===== src/rtl/core/dsip_pkg.sv =====
`default_nettype none

package dsip_pkg;

  localparam int MAX_INTEGER_BYTES_DEF = 512;
  localparam int QUEUE_DEPTH = 2;
  localparam logic [15:0] BUF_LEN_RESET = 16'hFFFF;

  localparam logic [7:0] TAG_SEQUENCE = 8'h30;
  localparam logic [7:0] TAG_INTEGER = 8'h02;
  localparam logic [7:0] LEN_LONG_FLAG = 8'h80;

  localparam logic [1:0] KIND_SEQ_DONE = 2'd0;
  localparam logic [1:0] KIND_INT_BYTE = 2'd1;
  localparam logic [1:0] KIND_INT_EMPTY = 2'd2;
  localparam logic [1:0] KIND_ERROR = 2'd3;

  localparam logic [2:0] ERR_BAD_TAG = 3'd0;
  localparam logic [2:0] ERR_LEN_WIDE = 3'd1;
  localparam logic [2:0] ERR_ZERO_LEN = 3'd2;
  localparam logic [2:0] ERR_PAST_END = 3'd3;
  localparam logic [2:0] ERR_INT_LONG = 3'd4;

  typedef struct packed {
    logic [7:0] data_byte;
    logic       mode;
    logic       restart;
  } dsip_in_t;

  typedef struct packed {
    logic [1:0]  out_kind;
    logic [7:0]  out_byte;
    logic [15:0] out_length;
    logic        out_last;
    logic [9:0]  kept_count;
    logic [2:0]  error_code;
  } dsip_out_t;

  // classified word handed from front to back
  typedef struct packed {
    logic [7:0] data_byte;
    logic       mode;
    logic       restart;
    logic       tag_ok;
    logic       is_long;
    logic       too_wide;
    logic [1:0] len_n;
    logic       is_zero;
  } dsip_entry_t;

endpackage

`default_nettype wire


===== src/rtl/core/dsip_fifo.sv =====
`default_nettype none

module dsip_fifo (
  input  wire                  clk,
  input  wire                  rst_n,
  input  wire                  wr_valid,
  output logic                 wr_ready,
  input  dsip_pkg::dsip_entry_t wr_data,
  output logic                 rd_valid,
  input  wire                  rd_ready,
  output dsip_pkg::dsip_entry_t rd_data
);
  import dsip_pkg::*;

  localparam int AW = (QUEUE_DEPTH > 1) ? $clog2(QUEUE_DEPTH) : 1;
  localparam int CW = $clog2(QUEUE_DEPTH + 1);

  dsip_entry_t     mem_r [QUEUE_DEPTH];
  logic [AW-1:0]   wr_ptr_r, wr_ptr_nxt;
  logic [AW-1:0]   rd_ptr_r, rd_ptr_nxt;
  logic [CW-1:0]   count_r, count_nxt;
  logic            push, pop;

  assign wr_ready = (count_r != CW'(QUEUE_DEPTH));
  assign rd_valid = (count_r != '0);
  assign rd_data  = mem_r[rd_ptr_r];
  assign push     = wr_valid && wr_ready;
  assign pop      = rd_valid && rd_ready;

  always_comb begin
    wr_ptr_nxt = wr_ptr_r;
    rd_ptr_nxt = rd_ptr_r;
    count_nxt  = count_r;
    if (push) begin
      wr_ptr_nxt = (wr_ptr_r == AW'(QUEUE_DEPTH - 1)) ? '0 : wr_ptr_r + 1'b1;
    end
    if (pop) begin
      rd_ptr_nxt = (rd_ptr_r == AW'(QUEUE_DEPTH - 1)) ? '0 : rd_ptr_r + 1'b1;
    end
    if (push && !pop) begin
      count_nxt = count_r + 1'b1;
    end else if (pop && !push) begin
      count_nxt = count_r - 1'b1;
    end
  end

  always_ff @(posedge clk) begin
    if (!rst_n) begin
      wr_ptr_r <= '0;
      rd_ptr_r <= '0;
      count_r  <= '0;
    end else begin
      wr_ptr_r <= wr_ptr_nxt;
      rd_ptr_r <= rd_ptr_nxt;
      count_r  <= count_nxt;
    end
  end

  always_ff @(posedge clk) begin
    if (push) begin
      mem_r[wr_ptr_r] <= wr_data;
    end
  end

endmodule

`default_nettype wire


===== src/rtl/core/dsip_front.sv =====
`default_nettype none

module dsip_front (
  input  wire                   clk,
  input  wire                   rst_n,
  input  wire                   in_valid,
  output logic                  in_ready,
  input  dsip_pkg::dsip_in_t    in_data,
  output logic                  q_valid,
  input  wire                   q_ready,
  output dsip_pkg::dsip_entry_t q_data
);
  import dsip_pkg::*;

  dsip_entry_t ent;
  logic [7:0]  n_full;

  always_comb begin
    n_full       = in_data.data_byte - LEN_LONG_FLAG;
    ent.data_byte = in_data.data_byte;
    ent.mode      = in_data.mode;
    ent.restart   = in_data.restart;
    ent.tag_ok    = in_data.mode ? (in_data.data_byte == TAG_INTEGER)
                                 : (in_data.data_byte == TAG_SEQUENCE);
    ent.is_long   = in_data.data_byte[7];
    ent.too_wide  = (n_full > 8'd2);
    ent.len_n     = n_full[1:0];
    ent.is_zero   = (in_data.data_byte == 8'd0);
  end

  dsip_fifo u_fifo (
    .clk      (clk),
    .rst_n    (rst_n),
    .wr_valid (in_valid),
    .wr_ready (in_ready),
    .wr_data  (ent),
    .rd_valid (q_valid),
    .rd_ready (q_ready),
    .rd_data  (q_data)
  );

endmodule

`default_nettype wire


===== src/rtl/core/dsip_back.sv =====
`default_nettype none

module dsip_back #(
  parameter int MAX_INTEGER_BYTES = dsip_pkg::MAX_INTEGER_BYTES_DEF
) (
  input  wire                   clk,
  input  wire                   rst_n,
  input  wire [15:0]            buffer_length,
  input  wire                   q_valid,
  output logic                  q_ready,
  input  dsip_pkg::dsip_entry_t q_data,
  output logic                  out_valid,
  input  wire                   out_ready,
  output dsip_pkg::dsip_out_t   out_data
);
  import dsip_pkg::*;

  localparam int KW = $clog2(MAX_INTEGER_BYTES + 1);

  localparam logic [2:0] PH_TAG     = 3'd0;
  localparam logic [2:0] PH_LEN     = 3'd1;
  localparam logic [2:0] PH_LONGLEN = 3'd2;
  localparam logic [2:0] PH_CONTENT = 3'd3;
  localparam logic [2:0] PH_ERROR   = 3'd4;

  logic [2:0]    phase_r, phase_nxt;
  logic          is_int_r, is_int_nxt;
  logic [16:0]   pos_r, pos_nxt;
  logic [1:0]    lenleft_r, lenleft_nxt;
  logic [15:0]   content_r, content_nxt;
  logic [KW-1:0] kept_r, kept_nxt;
  logic          out_valid_r;
  dsip_out_t     out_data_r;

  logic [2:0]    phase_c;
  logic [16:0]   pos_c;
  logic [1:0]    lenleft_c;
  logic [15:0]   content_c;
  logic [KW-1:0] kept_c;
  logic          past, hdr, fail;
  logic [2:0]    fail_code;
  logic [15:0]   hdr_len;
  logic          res_valid;
  dsip_out_t     res;
  logic          pop;

  assign q_ready   = !out_valid_r || out_ready;
  assign pop       = q_valid && q_ready;
  assign out_valid = out_valid_r;
  assign out_data  = out_data_r;

  always_comb begin
    phase_c   = q_data.restart ? PH_TAG : phase_r;
    pos_c     = q_data.restart ? '0 : pos_r;
    lenleft_c = q_data.restart ? '0 : lenleft_r;
    content_c = q_data.restart ? '0 : content_r;
    kept_c    = q_data.restart ? '0 : kept_r;

    phase_nxt   = phase_c;
    is_int_nxt  = is_int_r;
    pos_nxt     = pos_c;
    lenleft_nxt = lenleft_c;
    content_nxt = content_c;
    kept_nxt    = kept_c;
    past        = 1'b0;
    hdr         = 1'b0;
    hdr_len     = '0;
    fail        = 1'b0;
    fail_code   = ERR_BAD_TAG;
    res_valid   = 1'b0;
    res         = '0;

    if (phase_c <= PH_CONTENT) begin
      pos_nxt = pos_c + 17'd1;
      past    = (pos_nxt > {1'b0, buffer_length});
      case (phase_c)
        PH_TAG: begin
          if (!q_data.tag_ok) begin
            fail      = 1'b1;
            fail_code = ERR_BAD_TAG;
          end else if (past) begin
            fail      = 1'b1;
            fail_code = ERR_PAST_END;
          end else begin
            is_int_nxt = q_data.mode;
            if (q_data.mode) begin
              kept_nxt = '0;
            end
            phase_nxt = PH_LEN;
          end
        end
        PH_LEN: begin
          if (past) begin
            fail      = 1'b1;
            fail_code = ERR_PAST_END;
          end else if (q_data.is_long) begin
            if (q_data.too_wide) begin
              fail      = 1'b1;
              fail_code = ERR_LEN_WIDE;
            end else begin
              content_nxt = '0;
              lenleft_nxt = q_data.len_n;
              if (q_data.len_n == 2'd0) begin
                hdr = 1'b1;
              end else begin
                phase_nxt = PH_LONGLEN;
              end
            end
          end else if (q_data.is_zero) begin
            fail      = 1'b1;
            fail_code = ERR_ZERO_LEN;
          end else begin
            content_nxt = {8'd0, q_data.data_byte};
            hdr         = 1'b1;
          end
        end
        PH_LONGLEN: begin
          if (past) begin
            fail      = 1'b1;
            fail_code = ERR_PAST_END;
          end else begin
            content_nxt = {content_c[7:0], q_data.data_byte};
            lenleft_nxt = lenleft_c - 2'd1;
            hdr         = (lenleft_nxt == 2'd0);
          end
        end
        PH_CONTENT: begin
          if (past) begin
            fail      = 1'b1;
            fail_code = ERR_PAST_END;
          end else begin
            content_nxt = content_c - 16'd1;
            if (kept_c == '0 && q_data.is_zero) begin
              if (content_nxt == '0) begin
                phase_nxt     = PH_TAG;
                res_valid     = 1'b1;
                res.out_kind  = KIND_INT_EMPTY;
                res.out_last  = 1'b1;
              end
            end else if (kept_c >= KW'(MAX_INTEGER_BYTES)) begin
              fail      = 1'b1;
              fail_code = ERR_INT_LONG;
            end else begin
              kept_nxt       = kept_c + 1'b1;
              res_valid      = 1'b1;
              res.out_kind   = KIND_INT_BYTE;
              res.out_byte   = q_data.data_byte;
              res.out_last   = (content_nxt == '0);
              res.kept_count = 10'((KW + 10)'(kept_nxt));
              if (content_nxt == '0) begin
                phase_nxt = PH_TAG;
              end
            end
          end
        end
        default: begin
          phase_nxt = PH_ERROR;
        end
      endcase

      if (hdr) begin
        hdr_len = content_nxt;
        if (!is_int_r) begin
          phase_nxt      = PH_TAG;
          res_valid      = 1'b1;
          res.out_kind   = KIND_SEQ_DONE;
          res.out_length = hdr_len;
        end else if (hdr_len == '0) begin
          phase_nxt    = PH_TAG;
          res_valid    = 1'b1;
          res.out_kind = KIND_INT_EMPTY;
          res.out_last = 1'b1;
        end else begin
          phase_nxt = PH_CONTENT;
        end
      end

      if (fail) begin
        phase_nxt      = PH_ERROR;
        res_valid      = 1'b1;
        res            = '0;
        res.out_kind   = KIND_ERROR;
        res.kept_count = 10'((KW + 10)'(kept_c));
        res.error_code = fail_code;
      end
    end
  end

  always_ff @(posedge clk) begin
    if (!rst_n) begin
      phase_r     <= PH_TAG;
      is_int_r    <= 1'b0;
      pos_r       <= '0;
      lenleft_r   <= '0;
      content_r   <= '0;
      kept_r      <= '0;
      out_valid_r <= 1'b0;
    end else begin
      if (pop) begin
        phase_r   <= phase_nxt;
        is_int_r  <= is_int_nxt;
        pos_r     <= pos_nxt;
        lenleft_r <= lenleft_nxt;
        content_r <= content_nxt;
        kept_r    <= kept_nxt;
      end
      if (pop && res_valid) begin
        out_valid_r <= 1'b1;
      end else if (out_ready) begin
        out_valid_r <= 1'b0;
      end
    end
  end

  always_ff @(posedge clk) begin
    if (pop && res_valid) begin
      out_data_r <= res;
    end
  end

endmodule

`default_nettype wire


===== src/rtl/core/der_sequence_integer_parser.sv =====
// DER SEQUENCE / INTEGER parser, one byte word per cycle when not stalled.
// Input channel in_valid/in_ready/in_data carries a data byte, the element
// kind expected at an element start (mode) and a restart flag for the first
// byte of a new buffer. Output channel out_valid/out_ready/out_data gives at
// most one result word per input word: sequence length, kept integer byte,
// empty-integer marker, or an error with its code.
// cfg_we/cfg_wdata writes the buffer length; write only while idle.
// A front stage classifies bytes into a two-entry queue; a back stage runs
// the header/content state machine and loads the output register.
// A result word is registered: its input word waits in the queue, then the
// back stage loads the result into the output register.
// Throughput: one word per cycle while the output is not stalled, limited
// by the single state update in the back stage. A stalled receiver holds
// the output register, and the queue fills both entries before in_ready drops.
// Reset (rst_n low, synchronous) empties the queue and output, clears the
// parser state and sets buffer length to 65535. After an error all words are
// dropped until one arrives with restart set.
`default_nettype none

module der_sequence_integer_parser #(
  parameter int MAX_INTEGER_BYTES = dsip_pkg::MAX_INTEGER_BYTES_DEF
) (
  input  wire                 clk,
  input  wire                 rst_n,
  input  wire                 in_valid,
  output logic                in_ready,
  input  dsip_pkg::dsip_in_t  in_data,
  output logic                out_valid,
  input  wire                 out_ready,
  output dsip_pkg::dsip_out_t out_data,
  input  wire                 cfg_we,
  input  wire [15:0]          cfg_wdata
);
  import dsip_pkg::*;

  logic [15:0] buf_len_r;
  logic        q_valid, q_ready;
  dsip_entry_t q_data;

  always_ff @(posedge clk) begin
    if (!rst_n) begin
      buf_len_r <= BUF_LEN_RESET;
    end else if (cfg_we) begin
      buf_len_r <= cfg_wdata;
    end
  end

  dsip_front u_front (
    .clk      (clk),
    .rst_n    (rst_n),
    .in_valid (in_valid),
    .in_ready (in_ready),
    .in_data  (in_data),
    .q_valid  (q_valid),
    .q_ready  (q_ready),
    .q_data   (q_data)
  );

  dsip_back #(
    .MAX_INTEGER_BYTES (MAX_INTEGER_BYTES)
  ) u_back (
    .clk           (clk),
    .rst_n         (rst_n),
    .buffer_length (buf_len_r),
    .q_valid       (q_valid),
    .q_ready       (q_ready),
    .q_data        (q_data),
    .out_valid     (out_valid),
    .out_ready     (out_ready),
    .out_data      (out_data)
  );

endmodule

`default_nettype wire

===== config.mk =====
export PLATFORM = sky130hd
export DESIGN_NAME = der_sequence_integer_parser
export DESIGN_NICKNAME = d
export VERILOG_FILES = /design/src/rtl/core/dsip_pkg.sv /design/src/rtl/core/dsip_fifo.sv /design/src/rtl/core/dsip_front.sv /design/src/rtl/core/dsip_back.sv /design/src/rtl/core/der_sequence_integer_parser.sv
export SDC_FILE = /design/constraint.sdc
export NUM_CORES = 1
export LEC_CHECK = 0
export BUFFER_PORTS_ARGS = -buffer_cell sky130_fd_sc_hd__buf_2
export CORE_ASPECT_RATIO = 0.8
export CORE_MARGIN = 5
export CORE_UTILIZATION = 57
export CTS_BUF_LIST = sky130_fd_sc_hd__clkbuf_16
export CTS_CLUSTER_SIZE = 30
export DETAILED_ROUTE_END_ITERATION = 7
export GPL_ROUTABILITY_DRIVEN = 0
export GPL_TIMING_DRIVEN = 1
export HOLD_SLACK_MARGIN = 0.15
export PLACE_DENSITY = 0.82
export REMOVE_ABC_BUFFERS = 1
export SLEW_MARGIN = 10
export SYNTH_ARGS = -nofsm -noshare
export SYNTH_HDL_FRONTEND = slang
export SYNTH_SLANG_ARGS = --single-unit

===== constraint.sdc =====
create_clock -name clk -period 9.9 [get_ports clk]
set_input_delay 0.495 -clock clk [delete_from_list [all_inputs] [get_ports clk]]
set_output_delay 0.495 -clock clk [all_outputs]
set_load 0.005 [all_outputs]

==> run_results.csv, run 1 <==
group,metric,value,unit
cells_and_area,antennaDiodeCount,0,
critical_path,cp-start-kind,"flop",
cells_and_area,syn_to_final_growth,12.7,%
global_routing,grt_antenna_before_repair,0,
critical_path,cp_slowest_cell,"o21a_2",
routing,viasPerCell,6.44,
floorplan,dieArea,16600,sq um
yosys,ys_seq_area_share,42.4,%
clocking,clockRootBuffer,"clkbuf_16",
floorplan,num_io_pins,73,
global_routing,grt_pass1_wl,35100,um
timing,setup_viol,0,
clocking,cts_num_sinks,137,
critical_path,crit_chain,"buf_4, mux2i_4, buf_4, and2_1, ha_1, and3_1, and3_1, nand2_1, nor3_1, xnor2_1, nor2_1, ha_1, nand3_1, nor3_1, a21oi_1, a21boi_1, buf_4, nor2_1, mux2i_1, nand4_1, nor4_4, o21a_2",
critical_path,crit_required,9.94,ns
timing,fin_crit_sh,69.6,%
yosys,synth.area.mux_share,2.88,%
critical_path,cp.buffers_inverters,3,
cells_and_area,nNetsFinal,1022,
timing,setup_tns,0,ns
pwr,leakage,3.41,nW
global_routing,grtUsageTotal,26.3,%
worst_hold_path,hp-class,"input pin to flop",
yosys,synth_seq_cells,137,
routing,wirelength,21500,um
timing,slew_viol_final,0,
floorplan,initial_core_util,58.7,%
timing,fmax,145,MHz
yosys,synthArstFlopShare,0,%
routing,drt_iter0_markers,952,
yosys,yosys_warnings,0,
routing,route.detailed.drc,0,
yosys,syn_inst,923,
critical_path,cpMostUsedCell,"buf_4",
outcome,outcome,"completed",
yosys,synth_compound_area_share,19.4,%
clocking,clk_latency,0.42,ns
timing,setup_slack,3.00,ns
yosys,syn_avg_cell_area,8.70,sq um
clocking,ctsHtreeMaxLevel,4,
timing,hold_viol,0,
floorplan,die_h,116,um
yosys,syn-cell-area,8030,sq um
floorplan,rows,38,
floorplan,die_x,143,um
timing,post-route-min-period,6.90,ns
pwr,vdd_drop_max,0.160,mV
yosys,synthFlopType,"dfxtp_1",
routing,vias,7455,
global_routing,overflow,0,
clocking,post_cts_buffers,0,
routing,post_drt_wl_per_cell,18.6,um
place,io_buffers,72,
flow_run,maxCapViolations,0,
floorplan,core-area,13700,sq um
clocking,clkTransAtPathRegs,0.06,ns
yosys,synth_cell_types,81,
place,dpl.hpwl,14700,um
cells_and_area,drive_above_1_share,14.2,%
yosys,yosys.area_share.simple,24.3,%
critical_path,cp.arrival,6.94,ns
yosys,synth_edf_count,66,
critical_path,crit_type,"flop to flop",
yosys,synth_xor_area_share,2.40,%
place,place_ws,3.08,ns
critical_path,critPathMaxStageDelay,0.89,ns
critical_path,crit_family,"simple AND/OR/NAND/NOR gates",
timing,max-slew-margin-rel,25.2,%
critical_path,end_kind,"flop",
clocking,ctsHoldBuffers,0,
worst_hold_path,holdCritStartpoint,"in_data[0]",
timing,worst_slew_pin_slew,1.12,ns
timing,finalClockSkew,0.00873,ns
yosys,synth_fa_ha_area_share,4.05,%
pwr,cellPowerDensity,252,nW/um^2
clocking,cts-buffers-inserted,17,
yosys,synth_top_family_by_area,"simple AND/OR/NAND/NOR gates",
global_routing,grt_max_degree,52,
timing,rsz0062_at_grt,"false",
global_routing,first_global_vias,7039,
clocking,cts_resized,0,
clocking,cts_tree,"done",
clocking,clockBufferDepth,2,
routing,first_pass_iters,7,
routing,drtAntennaViolNets,0,
critical_path,critPathMaxFanout,51,
-- through the flow --
stage	instances	instance area [sq um]	utilization [%]	total power [W]	hold WS, ns
finish	1158	9050	66.1	0.00228	0.271
global route	1158	9050	66.1	0.00239	0.270
CTS	1158	9050	66.1	0.00226	0.267
detailed placement	1126	8440	61.6	0.00160	0.471
global placement	1126	8440	61.6	0.00158	0.454
floorplan	866	7790	-	0.00132	0.445
-- logic make-up after synthesis --
| group | Yosys count |
|---|---|
| flip-flops | 137 |
| adder cells (fa/ha/maj) | 26 |
| multiplexers | 21 |
| AND/OR/NAND/NOR | 396 |
| XOR/XNOR | 22 |
| AO/OA/AOI/OAI | 232 |
| buffers and inverters | 89 |
-- final cells by class --
type	instances	area [sq um]
fillers	1117	4640
flip-flops and latches	137	3400
well taps	180	225
inverters	32	120
repair buffers	80	420
clock buffers	17	425
clock inverters	15	188
multi-input cells	697	4270
-- registers in the layout, indices dropped and copies added, names as in the netlist, named ones only --
name                     flops
u_front.u_fifo.mem_r        26
u_back.lenleft_r             2
u_back.content_r            16
u_back.out_data             40
u_back.kept_r               10
buf_len_r                   16
u_front.u_fifo.count_r       2
u_back.out_valid             1
u_back.is_int_r              1
u_front.u_fifo.rd_ptr_r      1
u_back.phase_r               3
u_back.pos_r                17
u_front.u_fifo.wr_ptr_r      1
-- per-layer routing --
layer | vias up | track usage (%) | part of all wire [%]
met1 | 3467 | 36.2 | 42
met2 | 447 | 41.2 | 45
met5 | - | 0 | 0
met3 | 62 | 6.02 | 11
met4 | 0 | 9.06 | 2.4
li1 | 3479 | - | -
-- Yosys cell counts (all sizes together), types with 13 or more instances --
cell | n | area share [%]
o21ai | 50 | 3.3
edfxtp | 66 | 25
mux2i | 17 | 2.3
buf | 17 | 1.2
or3 | 14 | 1.1
nor4 | 13 | 1.6
ha | 26 | 4.0
nor3 | 29 | 2.0
a21oi | 57 | 3.6
nor2 | 120 | 5.6
nand3 | 37 | 2.3
a211oi | 23 | 2.1
inv | 31 | 1.4
o211ai | 18 | 1.7
nand2 | 114 | 5.4
dfxtp | 71 | 18
clkbuf | 40 | 1.9
-- cells in the final DEF, fill, tap and decap left out, types with 6 or more instances in the layout --
cell type	netlist	routed
nor3_1	27	27
clkbuf_16	0	17
o21ai_0	43	43
o31ai_1	8	8
a21oi_1	57	56
nand2_1	113	113
a31oi_1	8	8
o22ai_1	6	6
nand4_1	10	10
and2_1	12	12
buf_4	2	8
a211oi_1	23	23
dfxtp_1	71	71
o21ai_1	6	6
xnor2_1	10	10
ha_1	26	26
or3_1	14	14
and3_1	9	9
nand3_1	37	37
buf_2	7	72
edfxtp_1	66	66
mux2i_1	16	16
xor2_1	12	12
nor4_1	8	8
o211ai_1	18	18
inv_1	31	30
nor2b_1	7	7
nor2_1	120	120
-- path summary, 6_finish.rpt --
check / cells past startpoint / end / slack (ns)
min: 1 / u_front.u_fifo.mem_r[1][6] / 0.27
min reg2reg: 2 / u_back.pos_r[1] / 0.48
max: 22 / u_back.out_data[20] / 3.00
max reg2reg: 22 / u_back.out_data[20] / 3.00
-- report_power, final --
group | internal [W] | total, W | switching [W]
clock | 0.000401 | 0.000665 | 0.000264
combinational | 0.000261 | 0.000789 | 0.000528
sequential | 0.000746 | 0.000825 | 0.0000790
Note: power is estimated with default switching activity, not from simulation.
==> run 2: changes to the inputs <==
==> constraint.sdc (replaced) <==
create_clock -name clk -period 7 [get_ports clk]
set_input_delay 0.35 -clock clk [delete_from_list [all_inputs] [get_ports clk]]
set_output_delay 0.35 -clock clk [all_outputs]
set_load 0.005 [all_outputs]
==> run_results.csv, run 2 (synthesized netlist as in run 1, its figures left out) <==
group,metric,value,unit
clocking,ctsHoldBuffers,16,
cells_and_area,drive_above_1_share,14.2,%
cells_and_area,fillers,1116,
routing,wirelength,21800,um
routing,drt_iter0_markers,957,
timing,fmax,159,MHz
clocking,ctsHtreeMaxLevel,4,
floorplan,die_x,143,um
timing,hold_ws,0.151,ns
clocking,clk_latency,0.42,ns
critical_path,cp.arrival,6.44,ns
cells_and_area,antennaDiodeCount,0,
timing,max-slew-margin-rel,25.5,%
cells_and_area,largest_reg_flops,40,
pwr,vdd_drop_max,0.230,mV
cells_and_area,fin_area,9150,sq um
critical_path,reg2reg_depth,21,
cells_and_area,final_common_cell,"nor2_1",
routing,route.detailed.drc,0,
clocking,clockBufferDepth,2,
pwr,cellPowerDensity,336,nW/um^2
critical_path,cp-start-kind,"flop",
global_routing,grt_pass1_wl,35600,um
cells_and_area,nNetsFinal,1045,
global_routing,grt_busiest_layer,"met2",
floorplan,core-area,13700,sq um
floorplan,rows,38,
floorplan,die_h,116,um
clocking,cts_resized,0,
global_routing,grt_antenna_before_repair,0,
worst_hold_path,worstHoldPathCells,3,
clocking,cts_tree,"done",
place,place_ws,0.822,ns
routing,post_drt_wl_per_cell,18.5,um
critical_path,crit_family,"simple AND/OR/NAND/NOR gates",
clocking,clockRootBuffer,"clkbuf_16",
floorplan,initial_core_util,58.7,%
timing,slew_viol_final,0,
flow_run,maxCapViolations,0,
routing,vias,7521,
worst_hold_path,hp-class,"input pin to flop",
critical_path,crit_required,7.13,ns
critical_path,crit_type,"flop to flop",
timing,rsz0062_at_grt,"false",
place,io_buffers,72,
global_routing,grt_use_met2,41.5,%
critical_path,end_kind,"flop",
routing,first_pass_iters,7,
global_routing,first_global_vias,7065,
floorplan,num_io_pins,73,
critical_path,critPathMaxStageDelay,0.74,ns
routing,viasPerCell,6.37,
timing,setup_slack,0.691,ns
timing,setup_viol,0,
timing,finalClockSkew,0.00893,ns
global_routing,use_met1,37.6,%
global_routing,overflow,0,
place,dpl.hpwl,14700,um
clocking,post_cts_buffers,0,
critical_path,cp.buffers_inverters,2,
routing,drtAntennaViolNets,0,
clocking,cts-buffers-inserted,17,
critical_path,cp_slowest_cell,"a21boi_1",
timing,worst_slew_pin_slew,1.11,ns
clocking,clkTransAtPathRegs,0.06,ns
cells_and_area,syn_to_final_growth,13.9,%
place,postPlaceCellArea,8490,sq um
clocking,cts_num_sinks,137,
place,place_inst,1133,
pwr,leakage,3.49,nW
timing,hold_viol,0,
outcome,outcome,"completed",
global_routing,grt_max_degree,48,
critical_path,crit_chain,"mux2i_4, and2_1, ha_1, and3_1, and3_1, nand2_1, nor3_1, xnor2_1, nor2_1, ha_1, nand3_1, nor3_1, a211oi_1, a21boi_1, or2_1, buf_4, o32a_1, nand4_1, nor4_4, o21a_2, buf_4",
cells_and_area,instances_no_fill,1181,
cells_and_area,final_cell_mix,"120 x nor2_1, 113 x nand2_1, 72 x buf_2, 71 x dfxtp_1, 66 x edfxtp_1",
global_routing,met3_usage,4.54,%
critical_path,crit_cells,21,
floorplan,dieArea,16600,sq um
critical_path,critPathMaxFanout,23,
timing,post-route-min-period,6.31,ns
timing,fin_crit_sh,90.1,%
global_routing,grtUsageTotal,26.7,%
-- run 2: changes by cell type in the layout (fill, tap and decap cells not counted) --
cell / change
buf_4: +7
clkinvlp_4: -4
dlygate4sd3_1: +16
clkinv_2: +6
inv_6: -5
bufinv_16: -3
inv_8: -1
inv_2: +1
inv_1: +4
inv_4: +2
-- run 2: worst reg2reg max path: stages, from the launching register on --
cell	delay, ns
dfxtp_1	0.39
mux2i_4	0.33
and2_1	0.23
ha_1	0.20
and3_1	0.23
and3_1	0.23
nand2_1	0.13
nor3_1	0.20
xnor2_1	0.15
nor2_1	0.07
ha_1	0.32
nand3_1	0.12
nor3_1	0.26
a211oi_1	0.11
a21boi_1	0.74
or2_1	0.29
buf_4	0.23
o32a_1	0.24
nand4_1	0.16
nor4_4	0.45
o21a_2	0.63
buf_4	0.31
-- run 2: final cells by class --
type / count / area, sq um / area share, %
flip-flops and latches: 137 / 3400 / 37.2
inverters: 32 / 120 / 1.31
multi-input cells: 697 / 4270 / 46.7
repair buffers: 103 / 633 / 6.92
clock buffers: 17 / 425 / 4.65
well taps: 180 / 225 / 2.46
clock inverters: 15 / 73.8 / 0.807
-- run 2: per-stage QoR --
stage,total power [W],setup TNS [ns],util (%)
after floorplan,0.00186,-5.77,-
after global placement,0.00225,0,62.0
after detailed placement,0.00227,0,62.0
after CTS,0.00305,0,66.8
after global routing,0.00322,0,66.8
final,0.00307,0,66.8
-- run 2: worst paths after layout --
path	startpoint	endpoint	slack, ns
hold / removal	cfg_wdata[4]	buf_len_r[4]	0.15
hold reg to reg	u_back.lenleft_r[0]	u_back.lenleft_r[0]	0.49
setup reg to reg	flop	u_back.out_data[36]	0.69
setup / recovery	flop	u_back.out_data[36]	0.69
-- run 2: metal layers --
metal / vias to the layer above / share of wire, %
met4: 0 / 3.0
met5: - / 0
met3: 71 / 9.1
li1: 3507 / -
met2: 412 / 45
met1: 3531 / 43
-- run 2: power by group --
group          switching [W]  internal, W  leakage, nW
sequential          0.000115      0.00105         1.20
combinational       0.000742     0.000387         2.02
clock               0.000334     0.000440        0.273
total                0.00119      0.00188         3.49
==> run 3: changes to the inputs <==
--- a/config.mk
+++ b/config.mk
@@ -5,6 +5,7 @@
 export SDC_FILE = /design/constraint.sdc
 export NUM_CORES = 1
 export LEC_CHECK = 0
+export ABC_AREA = 1
 export BUFFER_PORTS_ARGS = -buffer_cell sky130_fd_sc_hd__buf_2
 export CORE_ASPECT_RATIO = 0.8
 export CORE_MARGIN = 5
==> run_results.csv, run 3 <==
group,metric,value,unit
yosys,synth_seq_cells,137,
routing,drt_iter0_markers,875,
outcome,outcome,"complete, but fails checks",
critical_path,crit_family,"simple AND/OR/NAND/NOR gates",
clocking,clockRootBuffer,"clkbuf_16",
yosys,yosys-top-cells-area,"edfxtp_1 25%, dfxtp_1 18%, nand2_1 11%",
worst_hold_path,hp-class,"input pin to flop",
routing,viasPerCell,5.68,
clocking,clkTransAtPathRegs,0.06,ns
timing,finalClockSkew,0.0132,ns
pwr,cellPowerDensity,450,nW/um^2
clocking,cts_num_sinks,137,
global_routing,overflow,0,
critical_path,critPathMaxStageDelay,0.45,ns
yosys,ys_seq_area_share,42.4,%
pwr,p_total,0.00417,W
pwr,vdd_drop_max,0.297,mV
cells_and_area,largest_reg_flops,40,
cells_and_area,multi_input_area,3790,sq um
yosys,ys_top_cells_by_count,"228 x nand2_1, 168 x inv_1, 130 x nor2_1",
clocking,clk_latency,0.43,ns
cells_and_area,ff_latch_area,3400,sq um
timing,post-route-min-period,6.32,ns
floorplan,core-area,13700,sq um
flow_run,maxCapViolations,0,
critical_path,cp.arrival,6.37,ns
cells_and_area,syn_to_final_growth,15.5,%
cells_and_area,instances_no_fill,1356,
yosys,syn-cell-area,8020,sq um
yosys,synth_area_leader_cell,"edfxtp_1",
yosys,synthArstFlopShare,0,%
floorplan,num_io_pins,73,
critical_path,end_kind,"flop",
yosys,syn_avg_cell_area,7.39,sq um
critical_path,reg2reg_slack,0.68,ns
clocking,cts_tree,"done",
floorplan,die_x,143,um
pwr,leakage,4.29,nW
timing,max-slew-margin-rel,27.3,%
critical_path,cp-start-kind,"flop",
cells_and_area,antennaDiodeCount,0,
place,dpl.hpwl,14300,um
place,io_buffers,72,
critical_path,reg2reg_depth,32,
yosys,synthFlopType,"dfxtp_1",
cells_and_area,fillers,1117,
timing,fin_crit_sh,90.3,%
timing,hold_viol,0,
critical_path,cp_slowest_cell,"buf_4",
critical_path,r2r_end,"u_back.out_data[9]",
clocking,cts-buffers-inserted,17,
yosys,synth.most_common_cell,"nand2_1",
clocking,ctsHtreeMaxLevel,4,
cells_and_area,nNetsFinal,1220,
floorplan,rows,38,
floorplan,dieArea,16600,sq um
global_routing,first_global_vias,6794,
cells_and_area,drive_above_1_share,11.1,%
global_routing,grt_max_degree,46,
timing,slew_viol_final,0,
timing,setup_tns,0,ns
cells_and_area,final_common_cell,"nand2_1",
routing,drtAntennaViolNets,0,
clocking,clockBufferDepth,2,
floorplan,die_h,116,um
timing,worst_slew_pin_slew,1.09,ns
routing,first_pass_iters,8,
routing,vias,7697,
routing,route.detailed.drc,2,
yosys,synth_cell_types,49,
critical_path,crit_required,7.06,ns
global_routing,grt_antenna_before_repair,0,
place,place_inst,1306,
clocking,post_cts_buffers,0,
yosys,syn_inst,1085,
floorplan,initial_core_util,58.6,%
routing,wirelength,20600,um
timing,setup_viol,0,
critical_path,crit_path_end,"u_back.out_data[9]",
routing,post_drt_wl_per_cell,15.2,um
cells_and_area,final_cell_mix,"228 x nand2_1, 168 x inv_1, 130 x nor2_1, 88 x a21oi_1, 87 x o21ai_0",
global_routing,grt_pass1_wl,33700,um
critical_path,critPathMaxFanout,40,
critical_path,cp.buffers_inverters,4,
critical_path,crit_cells,32,
critical_path,crit_type,"flop to flop",
yosys,yosys_warnings,0,
critical_path,cpMostUsedCell,"nand2_1",
yosys,synth_top_area_share,24.7,%
global_routing,grtUsageTotal,25.5,%
yosys,synth_edf_count,66,
outcome,violations,"design-rule violations",
timing,fmax,158,MHz
timing,rsz0062_at_grt,"false",
-- run 3: cell families (layout without fill, tap and decap cells) --
group	count (synthesis)	in the layout	synth area share, %
xor+xnor	19	19	2.08
buf+inv	210	301	10.3
mux	6	6	0.749
simple gates	462	462	24.5
fa+ha+maj	26	26	4.06
compound gates	225	225	15.8
flops	137	137	42.4
-- run 3: worst min-delay path: cells and delay by family --
kind | cells | cell delay (ns)
AOI/OAI and AO/OA | 2 | 0.11
buffers and inverters | 1 | 0.07
-- run 3: layout make-up --
| cell class | count | share of cell area (%) |
|---|---|---|
| clock buffers | 17 | 4.59 |
| clock inverters | 15 | 1.97 |
| inverters | 175 | 7.12 |
| multi-input cells | 738 | 41.0 |
| flip-flops and latches | 137 | 36.8 |
| well taps | 180 | 2.43 |
| repair buffers | 94 | 6.16 |
-- run 3: routing by layer --
metal	vias up	global-route usage (%)	wire (um)
li1	3737	-	-
met1	3477	37.2	9120
met2	438	37.7	8560
met3	45	6.48	2450
met4	0	7.28	421
met5	-	0	0
-- run 3: worst min path at each step --
| stage | slack (ns) | to | cells after the start | start |
|---|---|---|---|---|
| final | 0.15 | buf_len_r[3] | 3 | cfg_wdata[3] |
| after global routing | 0.15 | u_front.u_fifo.mem_r[0][7] | 1 | in_data[1] |
| after CTS | 0.15 | u_front.u_fifo.mem_r[1][12] | 1 | in_data[6] |
| after detailed placement | 0.45 | u_front.u_fifo.rd_ptr_r | 1 | u_front.u_fifo.rd_ptr_r |
| after global placement | 0.44 | u_front.u_fifo.rd_ptr_r | 1 | u_front.u_fifo.rd_ptr_r |
| after floorplan | 0.43 | flop | 1 | u_front.u_fifo.rd_ptr_r |
-- run 3: power by group --
| group | total (W) | leakage, nW | switching [W] | internal (W) |
|---|---|---|---|---|
| combinational | 0.00197 | 2.79 | 0.00139 | 0.000587 |
| clock | 0.000922 | 0.294 | 0.000334 | 0.000589 |
| sequential | 0.00128 | 1.21 | 0.000123 | 0.00115 |
| total | 0.00417 | 4.29 | 0.00184 | 0.00233 |
-- run 3: what timing repair did --
action | 4_1_cts | 5_1_grt
hold endpoints to repair | 23 | 0
hold buffers | 18 | 0
endpoints found under the setup margin | 0 | 40
gates resized for setup | 0 | 2
-- run 3: metrics by stage --
stage	area [sq um]	util [%]	setup slack, ns	hold WS, ns
finish	9260	67.6	0.682	0.152
global route	9260	67.6	0.0623	0.153
CTS	9250	67.6	0.580	0.152
detailed placement	8470	61.8	0.667	0.452
global placement	8470	61.8	0.997	0.438
floorplan	7850	-	1.15	0.425
